==> src/rtl/mlt_pkg.sv <==
package mlt_pkg;

    // Table geometry and field widths
    localparam int TABLE_DEPTH = 64;
    localparam int PORT_COUNT  = 16;
    localparam int TIME_BITS   = 16;

    localparam int MAC_W   = 48;
    localparam int PORT_W  = 4;
    localparam int TMO_W   = 15;
    localparam int OP_W    = 2;
    localparam int CNT_W   = 7;

    localparam logic [TMO_W-1:0] TMO_RESET = 15'd300;
    localparam logic [CNT_W-1:0] CNT_MAX   = 7'd127;

    // Comparison width for age against timeout
    localparam int CMP_W = (TIME_BITS > TMO_W) ? TIME_BITS : TMO_W;

    // Port range limit, one bit wider than the port field
    localparam logic [PORT_W:0] PORT_LIM = (PORT_W + 1)'(PORT_COUNT);

    // Removal count tree: groups of eight cells, then a sum over the groups
    localparam int GROUP    = 8;
    localparam int N_GROUPS = (TABLE_DEPTH + GROUP - 1) / GROUP;
    localparam int PAD_W    = N_GROUPS * GROUP;
    localparam int GRP_W    = $clog2(GROUP + 1);
    localparam int SUM_W    = $clog2(TABLE_DEPTH + 1);
    localparam int SAT_W    = (SUM_W > CNT_W) ? SUM_W : CNT_W;

    // Beat widths, rounded up to whole bytes
    localparam int IN_W  = 56;
    localparam int OUT_W = 16;

    typedef enum logic [OP_W-1:0] {
        OP_LOOKUP = 2'd0,
        OP_INSERT = 2'd1,
        OP_TICK   = 2'd2
    } t_op;

    // Command broadcast from the sequencer to every cell
    typedef struct packed {
        logic                 probe;
        logic                 apply;
        logic [OP_W-1:0]      op;
        logic                 ins_ok;
        logic                 any_hit;
        logic [MAC_W-1:0]     mac;
        logic [PORT_W-1:0]    port;
        logic [TIME_BITS-1:0] now;
        logic [TMO_W-1:0]     timeout;
    } t_cell_ctrl;

endpackage

==> src/rtl/mlt_count.sv <==
module mlt_count
    import mlt_pkg::*;
(
    input  logic                   i_clk,
    input  logic [TABLE_DEPTH-1:0] i_bits,
    output logic [SUM_W-1:0]       o_count
);

    logic [PAD_W-1:0] padded;
    logic [GRP_W-1:0] n_grp [N_GROUPS];
    logic [GRP_W-1:0] r_grp [N_GROUPS];
    logic [SUM_W-1:0] n_sum;
    logic [SUM_W-1:0] r_sum;

    assign padded = PAD_W'(i_bits);

    // First stage: population count of each group of eight
    always_comb begin
        for (int g = 0; g < N_GROUPS; g++) begin
            n_grp[g] = '0;
            for (int b = 0; b < GROUP; b++) begin
                n_grp[g] = n_grp[g] + GRP_W'(padded[g * GROUP + b]);
            end
        end
    end

    // Second stage: sum of the group counts
    always_comb begin
        n_sum = '0;
        for (int g = 0; g < N_GROUPS; g++) begin
            n_sum = n_sum + SUM_W'(r_grp[g]);
        end
    end

    always_ff @(posedge i_clk) begin
        r_grp <= n_grp;
        r_sum <= n_sum;
    end

    assign o_count = r_sum;

endmodule

==> config.mk <==
export PLATFORM = sky130hd
export DESIGN_NAME = mlt_count
export DESIGN_NICKNAME = d
export VERILOG_FILES = /design/src/rtl/mlt_pkg.sv /design/src/rtl/mlt_count.sv
export SDC_FILE = /design/constraint.sdc
export NUM_CORES = 1
export LEC_CHECK = 0
export BUFFER_PORTS_ARGS = -buffer_cell sky130_fd_sc_hd__buf_2
export CAP_MARGIN = 40
export CORE_MARGIN = 10
export CORE_UTILIZATION = 58
export CTS_CLUSTER_SIZE = 16
export DETAILED_ROUTE_END_ITERATION = 8
export GPL_ROUTABILITY_DRIVEN = 0
export GPL_TIMING_DRIVEN = 0
export PLACE_DENSITY = 0.87
export SLEW_MARGIN = 30
export SYNTH_ARGS = -nofsm -noshare
export SYNTH_HDL_FRONTEND = slang
export SYNTH_SLANG_ARGS = --single-unit
==> constraint.sdc <==
create_clock -name i_clk -period 7.1 [get_ports i_clk]
set_input_delay 0.355 -clock i_clk [delete_from_list [all_inputs] [get_ports i_clk]]
set_output_delay 0.355 -clock i_clk [all_outputs]
set_load 0.1 [all_outputs]
# Yosys cells after proc, flatten, opt, wreduce, memory -nomap -nowiden
# Cells that the tools add are included.
# word_totals
regBits	39
latchBits	0
ramBits	0
rom_bits	0
input_bits	65
out_inout_bits	7
word_cells	72
mem_count	0
# classes
n_addsub	63
n_mul	0
div_mod_pow	0
n_lt_le_gt_ge	0
n_eq_ne	0
n_shift	0
mux	0
bitwise_logic	0
n_reduce_logical	0
# op_table
cell	count
adder 4 x 1 -> 4 bit	32
adder 3 x 1 -> 4 bit	8
adder 7 x 4 -> 7 bit	4
adder 2 x 1 -> 3 bit	8
adder 1 x 1 -> 2 bit	8
adder 6 x 4 -> 7 bit	1
adder 5 x 4 -> 6 bit	1
adder 4 x 4 -> 5 bit	1

# Logic depth before layout (Yosys ltp)
# depth
depth_word	7
ltp_mapped	14
depth_no_buf	14

# Worst setup path after synthesis
# No wires, ideal clock.
# synth_path
path_kind	register to register
start	register r_grp[2] in the netlist's numbering
end	register r_sum[6], in the netlist o_count[6]
setup_ps	59
t_arrival_ps	3310
t_required_ps	7041
path_slack_ps	3731
stages_incl_launch_ff	15
n_path_buf	0
period_less_slack_ps	3369
cell_sequence	dfxtp_1 > inv_1 > fa_1 > inv_1 > fa_1 > fa_1 > inv_1 > fa_1 > inv_1 > ha_1 > inv_1 > fa_1 > nor2b_1 > o21ai_0 > nand2b_1
# synth_via
elab_chain_cells	1
# synth_lines
element	line_no	text
start, declared	mlt_count.sv:11	logic [GRP_W-1:0] r_grp [N_GROUPS];
start signal, assigned	mlt_count.sv:36	r_grp <= n_grp;
adder 7 x 4 -> 7 bit	mlt_count.sv:31	n_sum = n_sum + SUM_W'(r_grp[g]);
net n_sum[6]	mlt_count.sv:12	logic [SUM_W-1:0] n_sum;
end signal, assigned	mlt_count.sv:37	r_sum <= n_sum;
end, declared	mlt_count.sv:13	logic [SUM_W-1:0] r_sum;
# The timed path passes the listed nets, and every way through them passes these cells.

# Worst setup path after layout
# Ends and elaborated chain as after synthesis.

==> run metrics <==
row cnt=25; post-synthesis simple-gate area fraction=0.02131; Avg Inst Size Synth=around 11 µm²; share of cells above drive strength 1=0.2247; dpl hpwl=4.524 mm; Synth Area in Compound Gates=0.02089; Worst Setup End Kind=flop; CP arrival=about 3800 ps; fin crit share=0.5015; Hold-fix buffers, CTS=0; cts bufs inserted=5; first-pass GRT wire length=around 8.6 mm; largest net degree at the start of global routing=14; Die Footprint=approximately 8300 µm²; Crit Path Max Fanout=2; # setup viols final=0; Syn-to-layout area delta=17.99%; worst setup margin=3539 ps; CTS tree=done; Hold Path Class=in -> reg; clk sinks=39; Post-DRT Antenna Nets=0; first-pass iteration count of the detailed router=4; multiplexer area fraction after synthesis=0; total track usage=0.1248; ant diodes=0; CP max stage cell=fa_1; RSZ-0062 raised after global routing=false; Syn. warnings=0; non-filler instance count after layout=between 400 and 500; Slew headroom=0.6752; DRT Wirelength=4.816 mm; WL/cell=between 10 and 15 µm; combinational family with the most area after synthesis=adder cells; Finished Core Util=0.7190; critical path class=reg -> reg; status=finished clean; clock latency on the worst-skew pair=a little under 300 ps; final hold vios=0; worst reg-to-reg setup slack=3540 ps; clock transition at the registers of the reported paths=around 80 ps; max-slew violation count=0; H-Tree Depth=2; xor/xnor share of the synthesized area=0.02984; Vias/cell=around 4.4; Seq cells post-synth=39; post-synthesis adder-cell area fraction=0.5072; FMAX=~280 MHz; port bufs=between 70 and 80; I/O Pins=between 70 and 80; Initial Util=0.6094; Crit path buffers/inverters=5; CP startpoint kind=flop; cell count after synthesis=~280; Core Region=4817 µm²; Slew @ Worst Pin=roughly 490 ps; net count after synthesis=about 430; die span in y=91.14 µm; initial DRC count=16; vias in the first global route=about 2200; nets=about 510; MaxCap Viol Count=0; synth unique cells=12; final setup TNS=0 ps; placed cell count=between 400 and 500; Fin Clk Skew=between 5 and 6 ps; Post-CTS Resized=0; WP data required=around 7300 ps; CP cell instances=inv_1, fa_1, inv_1, fa_1, fa_1, inv_1, fa_1, inv_1, ha_1, inv_1, fa_1, nor2b_1, o21ai_0, nand2b_1; initial antenna violation count=0; critical path's top delay family=adder cells; pre-CTS WS=~3500 ps; most frequent cells in the layout=inv_1 (121), buf_2 (71), fa_1 (55); Die X=a little over 90 µm; commonest non-fill, non-tap cell in the layout=inv_1; crit-path max cell delay=540 ps; mapped cell area=around 3000 µm²; Period minus WS final=about 3600 ps; DRC violations left=0; sequential area share after synthesis=0.2660; Post-CTS Setup Bufs=0; routed via count=~1900; grt ovf=0; clk root buf=clkbuf_8; Max Root-Sink Buffers=2
[routing by layer]
| metal | global-route usage | vias to the layer above | wire (µm) |
|---|---|---|---|
| met1 | 0.1226 | 894 | 1715 |
| met4 | 0.04047 | 0 | 87 |
| met2 | 0.2434 | 42 | 2765 |
| met5 | 0 | - | 0 |
| li1 | - | 908 | - |
| met3 | 0.03539 | 11 | 248 |
[state kept, by name (all words and copies together), names as in the netlist]
name     cells
o_count      7
r_grp       32
[synthesized netlist by cell type]
master,n,area share
a21o_1,1,0.0026
a21oi_1,8,0.014
a21oi_2,1,0.0030
dfxtp_1,39,0.27
fa_1,55,0.38
ha_1,31,0.13
inv_1,121,0.15
nand2b_1,1,0.0021
nor2b_1,9,0.019
o21ai_0,1,0.0017
xnor2_1,3,0.0090
xor2_1,7,0.021
[per-stage QoR]
stage / instance area (µm²) / hold slack, ps
floorplan: 2935 / 484.8
global placement: 3374 / 562.6
detailed placement: 3374 / 567.5
CTS: 3463 / 276.1
global route: 3463 / 288.4
finish: 3463 / 283.6
[cell type report]
type	instances	area, µm²
Multi-Input combinational cell	117	1700
Fill cell	335	1354
Sequential cell	39	780.7
Inverter	121	454.2
Timing Repair Buffer	71	355.3
Tap cell	67	83.83
Clock buffer	5	68.82
Clock inverter	3	20.02
[path summary, 6_finish.rpt]
kind                                    to  startpoint  depth (start not counted)
worst max-delay path            o_count[6]    r_grp[2]                         14
worst min-delay path             r_grp[24]  i_bits[10]                          2
worst max register to register  o_count[6]    r_grp[2]                         14
worst min register to register  o_count[0]   r_grp[28]                          2
[logic make-up after synthesis]
group	Yosys count
compound gates	11
xor+xnor	10
fa+ha+maj	86
buf+inv	121
flops	39
simple gates	10
Power is left out: the tool's default activity adds up to more than one toggle a clock period on the data nets, which glitch-free logic cannot reach.
