## config.mk

```make
export PLATFORM = sky130hd
export DESIGN_NAME = mlt_cell
export DESIGN_NICKNAME = d
export VERILOG_FILES = /design/src/rtl/mlt_pkg.sv /design/src/rtl/mlt_cell.sv
export SDC_FILE = /design/constraint.sdc
export NUM_CORES = 1
export LEC_CHECK = 0
export BUFFER_PORTS_ARGS = -buffer_cell sky130_fd_sc_hd__buf_2
export CAP_MARGIN = 40
export CORE_MARGIN = 2
export CORE_UTILIZATION = 26
export DETAILED_ROUTE_END_ITERATION = 10
export PLACE_DENSITY_LB_ADDON = 0.25
export SLEW_MARGIN = 10
export SYNTH_ARGS = -nofsm -noshare
export SYNTH_HDL_FRONTEND = slang
export SYNTH_SLANG_ARGS = --single-unit
```

## constraint.sdc

```tcl
create_clock -name i_clk -period 4.4 [get_ports i_clk]
set_clock_uncertainty 0.1 [all_clocks]
set_input_delay 0.66 -clock i_clk [delete_from_list [all_inputs] [get_ports i_clk]]
set_output_delay 0.66 -clock i_clk [all_outputs]
set_load 0.005 [all_outputs]
```

## src/rtl/mlt_pkg.sv

```systemverilog
package mlt_pkg;

    // Table geometry and field widths
    localparam int TABLE_DEPTH = 64;
    localparam int PORT_COUNT  = 16;
    localparam int TIME_BITS   = 16;

    localparam int MAC_W   = 48;
    localparam int PORT_W  = 4;
    localparam int TMO_W   = 15;
    localparam int OP_W    = 2;
    localparam int CNT_W   = 7;

    localparam logic [TMO_W-1:0] TMO_RESET = 15'd300;
    localparam logic [CNT_W-1:0] CNT_MAX   = 7'd127;

    // Comparison width for age against timeout
    localparam int CMP_W = (TIME_BITS > TMO_W) ? TIME_BITS : TMO_W;

    // Port range limit, one bit wider than the port field
    localparam logic [PORT_W:0] PORT_LIM = (PORT_W + 1)'(PORT_COUNT);

    // Removal count tree: groups of eight cells, then a sum over the groups
    localparam int GROUP    = 8;
    localparam int N_GROUPS = (TABLE_DEPTH + GROUP - 1) / GROUP;
    localparam int PAD_W    = N_GROUPS * GROUP;
    localparam int GRP_W    = $clog2(GROUP + 1);
    localparam int SUM_W    = $clog2(TABLE_DEPTH + 1);
    localparam int SAT_W    = (SUM_W > CNT_W) ? SUM_W : CNT_W;

    // Beat widths, rounded up to whole bytes
    localparam int IN_W  = 56;
    localparam int OUT_W = 16;

    typedef enum logic [OP_W-1:0] {
        OP_LOOKUP = 2'd0,
        OP_INSERT = 2'd1,
        OP_TICK   = 2'd2
    } t_op;

    // Command broadcast from the sequencer to every cell
    typedef struct packed {
        logic                 probe;
        logic                 apply;
        logic [OP_W-1:0]      op;
        logic                 ins_ok;
        logic                 any_hit;
        logic [MAC_W-1:0]     mac;
        logic [PORT_W-1:0]    port;
        logic [TIME_BITS-1:0] now;
        logic [TMO_W-1:0]     timeout;
    } t_cell_ctrl;

endpackage

```

## src/rtl/mlt_cell.sv

```systemverilog
module mlt_cell
    import mlt_pkg::*;
(
    input  logic              i_clk,
    input  logic              i_rst_n,
    input  t_cell_ctrl        i_ctrl,
    input  logic              i_free_before,
    output logic              o_free_before,
    input  logic [PORT_W-1:0] i_port_acc,
    output logic [PORT_W-1:0] o_port_acc,
    output logic              o_hit,
    output logic              o_exp
);

    logic                 r_valid;
    logic                 r_hit;
    logic                 r_exp;
    logic [MAC_W-1:0]     r_mac;
    logic [PORT_W-1:0]    r_port;
    logic [TIME_BITS-1:0] r_seen;

    logic [TIME_BITS-1:0] age;
    logic                 age_ge;
    logic                 is_lookup;
    logic                 is_insert;
    logic                 is_tick;
    logic                 sel_ins;

    // Age of the entry against the current time, wrapping
    assign age       = i_ctrl.now - r_seen;
    assign age_ge    = CMP_W'(age) >= CMP_W'(i_ctrl.timeout);
    assign is_lookup = i_ctrl.op == OP_LOOKUP;
    assign is_insert = i_ctrl.op == OP_INSERT;
    assign is_tick   = i_ctrl.op == OP_TICK;

    // This cell takes an insert if it holds the address, or if it is the
    // lowest free cell and no cell holds the address.
    assign sel_ins = i_ctrl.apply && is_insert && i_ctrl.ins_ok &&
                     (r_hit || (!i_ctrl.any_hit && !r_valid && !i_free_before));

    // Neighbour links: free-cell priority and the matched port
    assign o_free_before = i_free_before | ~r_valid;
    assign o_port_acc    = i_port_acc | (r_hit ? r_port : '0);
    assign o_hit         = r_hit;
    assign o_exp         = r_exp;

    // Valid bit and probe flags
    always_ff @(posedge i_clk) begin
        if (!i_rst_n) begin
            r_valid <= 1'b0;
            r_hit   <= 1'b0;
            r_exp   <= 1'b0;
        end else begin
            if (i_ctrl.probe) begin
                r_hit <= r_valid && (r_mac == i_ctrl.mac) && (is_lookup || is_insert);
                r_exp <= r_valid && is_tick && age_ge;
            end
            if (sel_ins) begin
                r_valid <= 1'b1;
            end else if (i_ctrl.apply && is_tick && r_exp) begin
                r_valid <= 1'b0;
            end
        end
    end

    // Entry payload
    always_ff @(posedge i_clk) begin
        if (sel_ins) begin
            r_mac  <= i_ctrl.mac;
            r_port <= i_ctrl.port;
            r_seen <= i_ctrl.now;
        end else if (i_ctrl.apply && is_lookup && r_hit) begin
            r_seen <= i_ctrl.now;
        end
    end

endmodule

```

# After elaboration in Yosys (flattened, before gate mapping)
# Cells that the tools add are included.
# word_totals
inputBits	96
elab_cells	40
reg_bits	71
# classes
muxes	5
bitwise	3
add_sub_neg	1
eq_ne	3
magnitude_cmp	1
reduce_logical	21
# ops
cell	n
$eq 48x48->1	1
$mux 16	2
$ge 16x15->1	1
$sub 16x16->16	1
$logic_and 1x1->1	13
$mux 4	1
$or 4x4->4	1
$reduce_bool 2->1	2
$logic_not 1->1	3
$eq 2x1->1 const B	1
$eq 2x2->1 const B	1
$logic_not 2->1	1
$logic_or 1x1->1	2
$mux 1	2
$not 1->1	1
$or 1x1->1	1

# Logic depth before layout (Yosys ltp)
# Gate-level depths: netlist of run 1.
# logic_depth
depth_word	6
depth_mapped	16
depth_no_buf	16

# Worst setup path after synthesis of run 1
# No wires, ideal clock.
# synth_path
path_kind	input-to-reg
start	input port i_ctrl[15] (netlist bit)
end	register r_exp (netlist: o_exp)
n_path_buf	0
path_slack_ns	0.885
t_arrival_ns	3.288
setup_time_ns	0.127
path_stages	14
cell_sequence	inv_1 ha_1 fa_1 nor2b_1 o31a_1 a41oi_2 a31oi_4 nor4_1 a311o_1 ha_1 nand3b_1 a211oi_1 a21oi_1 or3_1
# synth_between
elab_chain_cells	3
# synth_lines
item	line	rtl
from (decl)	mlt_cell.sv:6	input t_cell_ctrl i_ctrl,
$sub 16x16->16	mlt_cell.sv:30	assign age = i_ctrl.now - r_seen;
$ge 16x15->1	mlt_cell.sv:31	assign age_ge = CMP_W'(age) >= CMP_W'(i_ctrl.timeout);
$logic_and 1x1->1	mlt_cell.sv:56	r_exp <= r_valid && is_tick && age_ge;
to (signal assigned)	mlt_cell.sv:56	
to (decl)	mlt_cell.sv:17	logic r_exp;
# Every way passes these cells.
# A chain may end at the register's enable or synchronous reset.

# Worst setup path after layout of run 1
# Same ends and word-level chain as after synthesis.

==> impl_metrics.tcl, run 1 <==
set metrics [dict create \
    fin_tns_setup_ns 0 \
    grt_setup_unrepaired "no" \
    setup_viol 0 \
    rr_endpoint "o_exp$_SDFFE_PN0P_" \
    wire_per_inst_um 13.91 \
    final_common_cell "buf_2" \
    placedCellCount 633 \
    clock_latency_ns 0.33 \
    clkTransAtPathRegs_ns 0.06 \
    period_minus_slack_ns 3.577 \
    synth_area_leaders "edfxtp_1, ha_1, xnor2_1" \
    hold_path_end "r_port[2]$_DFFE_PP_" \
    drc 0 \
    synth_top_area_share_pct 50.84 \
    setup_ws_ns 0.8229 \
    postSynthAreaPerCell_um2 11.68 \
    io_buffers 102 \
    leakage_nw 2.103 \
    required_ns 4.52 \
    drtIter0Drc 188 \
    max_freq_mhz 279.6 \
    synth_nets 471 \
    yosys.area.top_type "edfxtp_1" \
    clock-sinks 71 \
    synth_area_mm2 0.004016 \
    hold_path.class "in -> reg" \
    antennaDiodeCount 0 \
    worstPathArrival_ns 3.69 \
    reg2reg_from "r_seen[0]$_DFFE_PP_" \
    grt_pass1_vias 3053 \
    first_pass_iters 4 \
    cts_setup_buffers 0 \
    place_ws_ns 0.4897 \
    final_cell_mix "buf_2, edfxtp_1, inv_1" \
    nNetsFinal 583 \
    worstRegToRegCells 13 \
    holdWs_ns 0.3991 \
    slew_viol_final 0 \
    num_vias 2944 \
    tritoncts "yes" \
    status "complete, no violations" \
    antenna_left 0 \
    yosysUniqueCellTypes 47 \
    grt_pass1_wl_um 14680 \
    crit_fanout 3 \
    fin_crit_sh_pct 81.30 \
    critPathCaptureType "flop" \
    vias_per_cell 4.543 \
    grt_max_degree 30 \
    hpwl_um 6993 \
    grt_overflow_total 0 \
    grt_antenna_before_repair 0 \
    dieArea_mm2 0.01646 \
    fillers 1575 \
    clock-root-buffer "clkbuf_16" \
    drive_gt1_share_pct 26.96 \
    synth_seq_area_share_pct 52.34 \
    ys_ff_latch 71 \
    rows 45 \
    clockBufferDepth 2 \
    ir_drop_mv 0.1628 \
    drv_cap 0 \
    h-tree-depth 3 \
    routabilityCongestion 0.7884 \
    grtUsageTotal_pct 11.52 \
    fin_total_pwr_mw 1.740 \
    routed_wirelength_um 9015 \
    hold_start "i_ctrl[33]" \
    yosys_warnings 0 \
    cp-start-kind "primary input" \
    cts_buffers 9 \
    io_pins 103 \
    postCtsHoldBufs 0 \
    hold_viol_final 0 \
    die_y_um 128.3 \
    coreArea_mm2 0.01515 \
    fin_cells 648 \
    synthCells 344 \
    whs_path_depth 1 \
    power_per_cell_area_mw_per_mm2 342.4 \
    slew_headroom_pct 49.04 \
    area_growth_pct 26.54 \
    die_w_um 128.3 \
    ctsResizeCount 0 \
    crit_type "in -> reg" \
    start_util_pct 26.52 \
    r2r_slack_ns 0.90 \
    worst_pin_slew_ns 0.7626 \
]
critical path, stage by stage:
cell and delay [ns]:
buf_2 0.09, inv_1 0.04, ha_1 0.21, fa_1 0.41
nor2b_1 0.18, o31a_1 0.24, o21ai_0 0.14, a211o_1 0.32
mux2i_1 0.17, nand3_1 0.09, ha_1 0.30, a21o_1 0.16
a211oi_1 0.22, a21oi_1 0.09, or3_1 0.36
synthesized netlist by cell type (all sizes together):
library cell  count
a21o              7
xnor2            30
edfxtp           68
o211ai            1
a221o             1
a211o             2
a2bb2oi           1
nand3             5
nor4             11
or3               2
a31oi             4
nand2b            4
mux2i             2
nor3              9
a311o             1
o221ai            3
or2               1
a211oi            3
o2111ai           2
or4               1
a22o              1
nor2             11
and4              2
o21a              4
buf               2
inv              48
ha               30
fa                1
nor3b             1
a21oi            17
nand3b            2
o21ai            12
and3              1
nand4             9
dfxtp             3
o31a              2
nor2b             5
a21boi            3
o21bai            1
nand2             9
a41oi             1
xor2             19
o22ai             2
worst max path at each step:
stage                     startpoint  slack, ns  cells after the start                  to
after floorplan           i_ctrl[15]       0.89                     14  o_exp$_SDFFE_PN0P_
after global placement    i_ctrl[15]       0.59                     15  o_exp$_SDFFE_PN0P_
after detailed placement  i_ctrl[15]       0.49                     15  o_exp$_SDFFE_PN0P_
after CTS                 i_ctrl[15]       0.85                     15  o_exp$_SDFFE_PN0P_
after global routing      i_ctrl[15]       0.63                     15  o_exp$_SDFFE_PN0P_
final                     i_ctrl[15]       0.82                     15  o_exp$_SDFFE_PN0P_
layer usage:
layer	track usage [%]	wire length, um
met1	14.16	4220
met2	18.74	4198
met4	5.818	160
met3	2.922	436
met5	0	0
logic make-up after synthesis:
kind of cell | synth area share (%)
compound gates | 11.87
xor+xnor | 10.69
fa+ha+maj | 9.844
buf+inv | 4.735
flops | 52.34
mux | 0.4985
simple gates | 10.03
power by group:
group | internal, mW | total, mW | switching (mW) | leakage, nW
Combinational | 0.103 | 0.211 | 0.108 | 1.32
Clock | 0.492 | 0.779 | 0.287 | 0.149
Sequential | 0.748 | 0.751 | 0.00257 | 0.637
Total | 1.34 | 1.74 | 0.397 | 2.10
metrics by stage:
| stage | cell area, um^2 | util, % |
|---|---|---|
| 5_1_grt | 5082 | 33.56 |
| 4_1_cts | 5082 | 33.56 |
| 6_report | 5082 | 33.56 |
| 2_1_floorplan | 4016 | - |
| 3_5_place_dp | 4772 | 31.51 |
| 3_3_place_gp | 4752 | 31.38 |
area by class of cell:
| class | instances | area [um^2] | share of cell area (%) |
|---|---|---|---|
| flip-flops and latches | 71 | 2102 | 41.36 |
| clock buffers | 9 | 225.2 | 4.431 |
| well taps | 188 | 235.2 | 4.628 |
| multi-input cells | 223 | 1724 | 33.92 |
| clock inverters | 6 | 85.08 | 1.674 |
| repair buffers | 103 | 530.5 | 10.44 |
| inverters | 48 | 180.2 | 3.545 |
sequential cells by signal (all words and copies together), names as in the netlist:
signal   flops
r_mac       48
r_seen      16
r_port       4
o_exp        1
o_hit        1
r_valid      1
Note: power is estimated with default switching activity, not from simulation.
==> inputs of run 2 (changes only) <==
ABC_AREA = 1   (was not set)
clock period = 3.71 ns   (was 4.4 ns; I/O delays follow)
==> run 2 against run 1 <==
Critical path type is now reg -> reg; first-iteration DRC count fell by 5.9%; clock-buffer cell count rose by 2; clock power rose by 8.6%; setup slack got worse by 0.12 ns; synthesized cell count rose by 19%; global-route usage fell by 0.28 points; critical path depth rose by 5; non-clock buffer count rose by 1; combinational power rose by 14%; flip-flop and latch count did not move; power rose by 13%.
==> impl_metrics.tcl, run 2 <==
set metrics [dict create \
    vias_per_cell 4.384 \
    final_common_cell "buf_2" \
    synthCells 408 \
    synth_area_mm2 0.004053 \
    nNetsFinal 650 \
    wire_per_inst_um 12.67 \
    synth.most_common_cell "inv_1" \
    antenna_left 0 \
    fin_total_pwr_mw 1.972 \
    largest_register_ffs 48 \
    crit_chain "ha_1 > fa_1 > o21ai_2 > a21boi_2 > o21ai_2 > a21boi_1 > o21ai_1 > xor2_1 > inv_1 > ha_1 > nand2_1 > inv_1 > o21ai_0 > nand2_1 > nor2_1 > nand2_1 > inv_1 > nand2_1 > nand2_1 > a21oi_2" \
    fin_crit_sh_pct 80.97 \
    crit_type "reg -> reg" \
    synth_top_area_share_pct 50.39 \
    clockBufferDepth 2 \
    area_growth_pct 26.95 \
    hold_path_end "r_port[3]$_DFFE_PP_" \
    fin_tns_setup_ns 0 \
    dieArea_mm2 0.01660 \
    clock-sinks 71 \
    synth_area_leaders "edfxtp_1, ha_1, inv_1" \
    required_ns 3.84 \
    drc 0 \
    setup_viol 0 \
    reg2reg_from "r_seen[0]$_DFFE_PP_" \
    slew_headroom_pct 53.70 \
    grt_pass1_vias 3124 \
    tritoncts "yes" \
    hold_path.class "in -> reg" \
    leakage_nw 2.390 \
    first_pass_iters 4 \
    yosysUniqueCellTypes 33 \
    ys_ff_latch 71 \
    coreArea_mm2 0.01520 \
    hold_viol_final 0 \
    grtUsageTotal_pct 11.25 \
    postSynthAreaPerCell_um2 9.933 \
    synth_nets 535 \
    largest_register "r_mac" \
    num_vias 3139 \
    cpPeakStageDelay_ns 0.43 \
    reg_top3 "r_mac (48), r_seen (16), r_port (4)" \
    async_reset_ff_share_pct 0 \
    cts_buffers 9 \
    cp-start-kind "flop" \
    critPathSlowestCell "fa_1" \
    drive_gt1_share_pct 25.19 \
    period_minus_slack_ns 3.004 \
    crit_path_frequent_cell "nand2_1" \
    grt_setup_unrepaired "no" \
    synth_ff_type "edfxtp_1" \
    synth_seq_area_share_pct 51.87 \
    synth_commonest_cells "inv_1, edfxtp_1, nand2_1" \
    crit_fanout 3 \
    die_w_um 128.9 \
    grt_overflow_total 0 \
    grt_antenna_before_repair 0 \
    power_per_cell_area_mw_per_mm2 383.3 \
    worst_pin_slew_ns 0.6945 \
    yosys.area.top_type "edfxtp_1" \
    routabilityCongestion 0.8835 \
    io_pins 103 \
    routed_wirelength_um 9075 \
    final_cell_mix "buf_2, inv_1, edfxtp_1" \
    postCtsHoldBufs 0 \
    clock_latency_ns 0.34 \
    hold_start "i_ctrl[34]" \
    status "complete, no violations" \
    start_util_pct 26.66 \
    worstRegToRegCells 20 \
    rr_endpoint "o_exp$_SDFFE_PN0P_" \
    grt_pass1_wl_um 14430 \
    cts_setup_buffers 0 \
    worstPathArrival_ns 3.13 \
    clkTransAtPathRegs_ns 0.06 \
    slew_viol_final 0 \
    antennaDiodeCount 0 \
    io_buffers 102 \
    whs_path_depth 1 \
    drv_cap 0 \
    r2r_slack_ns 0.71 \
    critPathCaptureType "flop" \
    yosys_warnings 0 \
    h-tree-depth 3 \
    max_freq_mhz 332.9 \
    synth-edff-count 68 \
    grt_max_degree 53 \
    ctsResizeCount 0 \
    rows 45 \
    hpwl_um 7194 \
    ir_drop_mv 0.1983 \
    drtIter0Drc 177 \
    die_y_um 128.9 \
    clock-root-buffer "clkbuf_16" \
]
-- run 2: cell count changes after synthesis, moves of 4 or more --
| cell | change |
|---|---|
| a22o_1 | +5 |
| nand2b_1 | -4 |
| nand4_1 | -4 |
| inv_1 | +48 |
| nor2b_1 | -5 |
| nor3_1 | -6 |
| o21a_1 | -4 |
| nor4_1 | -5 |
| nand2_1 | +58 |
| xnor2_1 | -22 |
| nand2_2 | +5 |
| a221oi_1 | +4 |
| o22ai_1 | +10 |
-- run 2: worst max-delay path by stage --
stage | startpoint | endpoint | slack (ns) | cells past startpoint
5_1_grt | r_seen[0]$_DFFE_PP_ | o_exp$_SDFFE_PN0P_ | 0.38 | 20
3_3_place_gp | i_ctrl[15] | o_exp$_SDFFE_PN0P_ | 0.44 | 22
3_5_place_dp | i_ctrl[15] | o_exp$_SDFFE_PN0P_ | 0.36 | 22
6_report | r_seen[0]$_DFFE_PP_ | o_exp$_SDFFE_PN0P_ | 0.71 | 20
2_1_floorplan | i_ctrl[83] | r_seen[0]$_DFFE_PP_ | 0.006 | 5
4_1_cts | r_seen[0]$_DFFE_PP_ | o_exp$_SDFFE_PN0P_ | 0.67 | 20
-- run 2: area by class of cell --
type                            count  area (um^2)
Timing Repair Buffer              104        533.0
Inverter                           97        364.1
Multi-Input combinational cell    240         1629
Sequential cell                    71         2102
Clock buffer                       11        232.7
Fill cell                        1544        10060
Clock inverter                      5        48.80
Tap cell                          188        235.2
-- run 2: where the power goes --
part	leakage [nW]	switching, mW	internal (mW)	total [mW]
clock	0.132	0.332	0.514	0.846
combinational	1.62	0.131	0.110	0.241
sequential	0.637	0.00163	0.884	0.885
-- run 2: cell families (layout without fill, tap and decap cells) --
kind of cell	after synthesis	count (layout)	share of synthesized area, %
simple gates	109	109	11.61
xor+xnor	30	30	6.483
flops	71	71	51.87
fa+ha+maj	31	31	9.756
buf+inv	97	217	8.984
compound gates	70	70	11.30
-- run 2: metrics by stage --
stage	instance area [um^2]	hold slack [ns]	utilization, %	worst slack (ns)	instances
4_1_cts	5145	0.2723	33.84	0.6657	716
3_3_place_gp	4848	0.4140	31.89	0.4420	699
6_report	5145	0.2898	33.84	0.7060	716
3_5_place_dp	4863	0.3964	31.99	0.3625	700
2_1_floorplan	4095	0.3850	-	0.006130	408
5_1_grt	5145	0.2834	33.84	0.3811	716
-- run 2: per-layer routing --
metal  routed length (um)  GRT usage (%)  up-vias  part of all wire [%]
met3                  542          3.243       14                   6.0
met2                 4207          18.05       73                    46
met5                    0              0        -                     0
met4                  221          6.138        0                   2.4
met1                 4103          13.64     1445                    45
li1                     -              -     1607                     -
-- run 2: critical path, delay by kind of cell (launching register included) --
family,cells,cell delay (ns)
compound gates,7,0.95
fa+ha+maj,3,0.82
simple gates,6,0.38
flops,1,0.36
xor+xnor,1,0.16
buf+inv,3,0.13
==> inputs of run 3 (changes only) <==
clock period = 2.7 ns   (was 3.71 ns; I/O delays follow)
==> run 3 against run 2 <==
The flow now finishes with violations (setup timing); sequential power is 38% higher; critical path depth stayed put; sequential share of layout area is 2.2 points lower; routed wire length is 6.0% higher; die area stayed put; worst hold slack worse by 0.15 ns; combinational power is 59% higher; maximum frequency is 8.8% higher; register-to-register slack worse by 0.77 ns; flip-flop and latch count stayed put; clock-buffer cell count is 2 lower; critical endpoint unchanged.
==> impl_metrics.tcl, run 3 (synthesis results as in run 2) <==
set metrics [dict create \
    period_minus_slack_ns 2.761 \
    reg_top3 "r_mac (48), r_seen (16), r_port (4)" \
    utilization_pct 35.73 \
    slew_viol_final 0 \
    grt_busiest_layer "met2" \
    critPathCaptureType "flop" \
    routed_wirelength_um 9621 \
    final_cell_mix "buf_2, inv_1, edfxtp_1" \
    leakage_nw 2.536 \
    hold_path.class "in -> reg" \
    grt_antenna_before_repair 0 \
    hpwl_um 7476 \
    dpl-instance-area_mm2 0.005066 \
    drc 0 \
    crit_chain "ha_2 > fa_2 > o21ai_2 > a21boi_2 > o21ai_2 > a21boi_2 > o21ai_1 > xor2_1 > inv_1 > ha_1 > nand2_1 > inv_1 > o21ai_1 > nand2_1 > nor2_1 > nand2_1 > inv_1 > nand2_1 > nand2_1 > a21oi_2" \
    place_ws_ns -0.3277 \
    clkTransAtPathRegs_ns 0.06 \
    path_depth 20 \
    grt_pass1_vias 3275 \
    h-tree-depth 3 \
    clock-sinks 71 \
    setup_viol 1 \
    largest_register "r_mac" \
    num_vias 3234 \
    drv_cap 0 \
    io_buffers 102 \
    largest_register_ffs 48 \
    grt_util_met3_pct 4.449 \
    coreArea_mm2 0.01520 \
    cp-startpoint "r_seen[0]$_DFFE_PP_" \
    drive_gt1_share_pct 31.06 \
    grt_pass1_wl_um 15200 \
    worst_pin_slew_ns 0.3483 \
    crit_family "compound AO/OA/AOI/OAI gates" \
    tritoncts "yes" \
    grt_max_degree 53 \
    crit_path_frequent_cell "nand2_1" \
    wire_per_inst_um 12.91 \
    status "complete, but fails checks" \
    critPathSlowestCell "edfxtp_1" \
    nNetsFinal 680 \
    clock_latency_ns 0.34 \
    required_ns 2.84 \
    vias_per_cell 4.341 \
    drtIter0Drc 134 \
    worst-path-buf-inv 3 \
    area_growth_pct 34.02 \
    grtUsageTotal_pct 11.88 \
    antenna_left 0 \
    cts_buffers 9 \
    globalRouteMet1Util_pct 13.81 \
    reg2reg_from "r_seen[0]$_DFFE_PP_" \
    fillers 1574 \
    slew_headroom_pct 76.78 \
    setup_ws_ns -0.06095 \
    grt_overflow_total 0 \
    crit_fanout 2 \
    io_pins 103 \
    clockBufferDepth 2 \
    die_y_um 128.9 \
    final_common_cell "buf_2" \
    worstPathArrival_ns 2.90 \
    antennaDiodeCount 0 \
    r2r_slack_ns -0.06 \
    cpPeakStageDelay_ns 0.37 \
    fin_total_pwr_mw 2.780 \
    ir_drop_mv 0.4421 \
    dieArea_mm2 0.01660 \
    start_util_pct 26.66 \
    max_freq_mhz 362.2 \
    rows 45 \
    grt_setup_unrepaired "yes" \
    endpoint "o_exp$_SDFFE_PN0P_" \
    violations "setup timing" \
    fin_area_mm2 0.005431 \
    first_pass_iters 4 \
    die_w_um 128.9 \
    fin_crit_sh_pct 102.3 \
    rr_endpoint "o_exp$_SDFFE_PN0P_" \
    postCtsHoldBufs 0 \
    use_met2_pct 20.45 \
    crit_type "reg -> reg" \
    routabilityCongestion 0.8361 \
    cp-start-kind "flop" \
    clock-root-buffer "clkbuf_16" \
    hold_viol_final 0 \
    holdWs_ns 0.1391 \
    worstRegToRegCells 20 \
    power_per_cell_area_mw_per_mm2 511.8 \
]
-- run 3: cell types whose count changed in the layout (fill, tap and decap cells not counted), moves of 2 or more --
cell      previous run  this run
buf_4                1        31
ha_1                30        26
ha_4                 0         3
clkbuf_1             2         0
clkinv_1             3         1
-- run 3: worst register-to-register path, stage by stage, from the launching register on --
cell	delay (ns)
edfxtp_1	0.37
ha_2	0.19
fa_2	0.35
o21ai_2	0.16
a21boi_2	0.09
o21ai_2	0.15
a21boi_2	0.08
o21ai_1	0.15
xor2_1	0.16
inv_1	0.06
ha_1	0.17
nand2_1	0.06
inv_1	0.04
o21ai_1	0.11
nand2_1	0.08
nor2_1	0.09
nand2_1	0.06
inv_1	0.04
nand2_1	0.05
nand2_1	0.07
a21oi_2	0.05
-- run 3: where the power goes --
part	internal [mW]	total, mW	switching [mW]
Combinational	0.188	0.383	0.195
Sequential	1.21	1.22	0.00229
Clock	0.706	1.18	0.474
Total	2.11	2.78	0.672
-- run 3: metal layers --
layer | share of wire [%] | wire [um] | vias up
met3 | 6.5 | 630 | 8
met2 | 49 | 4694 | 85
met1 | 43 | 4185 | 1480
met4 | 1.1 | 110 | 0
met5 | 0 | 0 | -
li1 | - | - | 1661
-- run 3: cell type report --
cell class              count  area [um^2]  share of cell area (%)
well taps                 188        235.2                   4.331
flip-flops and latches     71         2102                   38.70
repair buffers            134        763.2                   14.05
clock inverters             6        62.56                   1.152
inverters                  97        364.1                   6.704
clock buffers               9        225.2                   4.147
multi-input cells         240         1679                   30.91
-- run 3: how the worst min path moves through the flow --
stage / startpoint / to / slack [ns] / cells after the start
after global routing: i_ctrl[31] / r_port[0]$_DFFE_PP_ / 0.12 / 1
after floorplan: o_exp$_SDFFE_PN0P_ / o_exp$_SDFFE_PN0P_ / 0.39 / 2
after CTS: i_ctrl[32] / r_port[1]$_DFFE_PP_ / 0.12 / 1
after detailed placement: o_exp$_SDFFE_PN0P_ / o_exp$_SDFFE_PN0P_ / 0.40 / 2
final: i_ctrl[32] / r_port[1]$_DFFE_PP_ / 0.14 / 1
after global placement: o_exp$_SDFFE_PN0P_ / o_exp$_SDFFE_PN0P_ / 0.41 / 2
-- run 3: what timing repair did --
action,CTS,global route
setup buffers,3,1
pin swaps,3,6
resized for setup,3,4
setup endpoints to repair,1,1
-- run 3: metrics by stage --
stage	setup TNS, ns	cells
after global routing	-0.3032	745
after CTS	-0.1352	744
after floorplan	-30.30	408
after global placement	-0.2421	726
final	-0.06095	745
after detailed placement	-0.3277	726
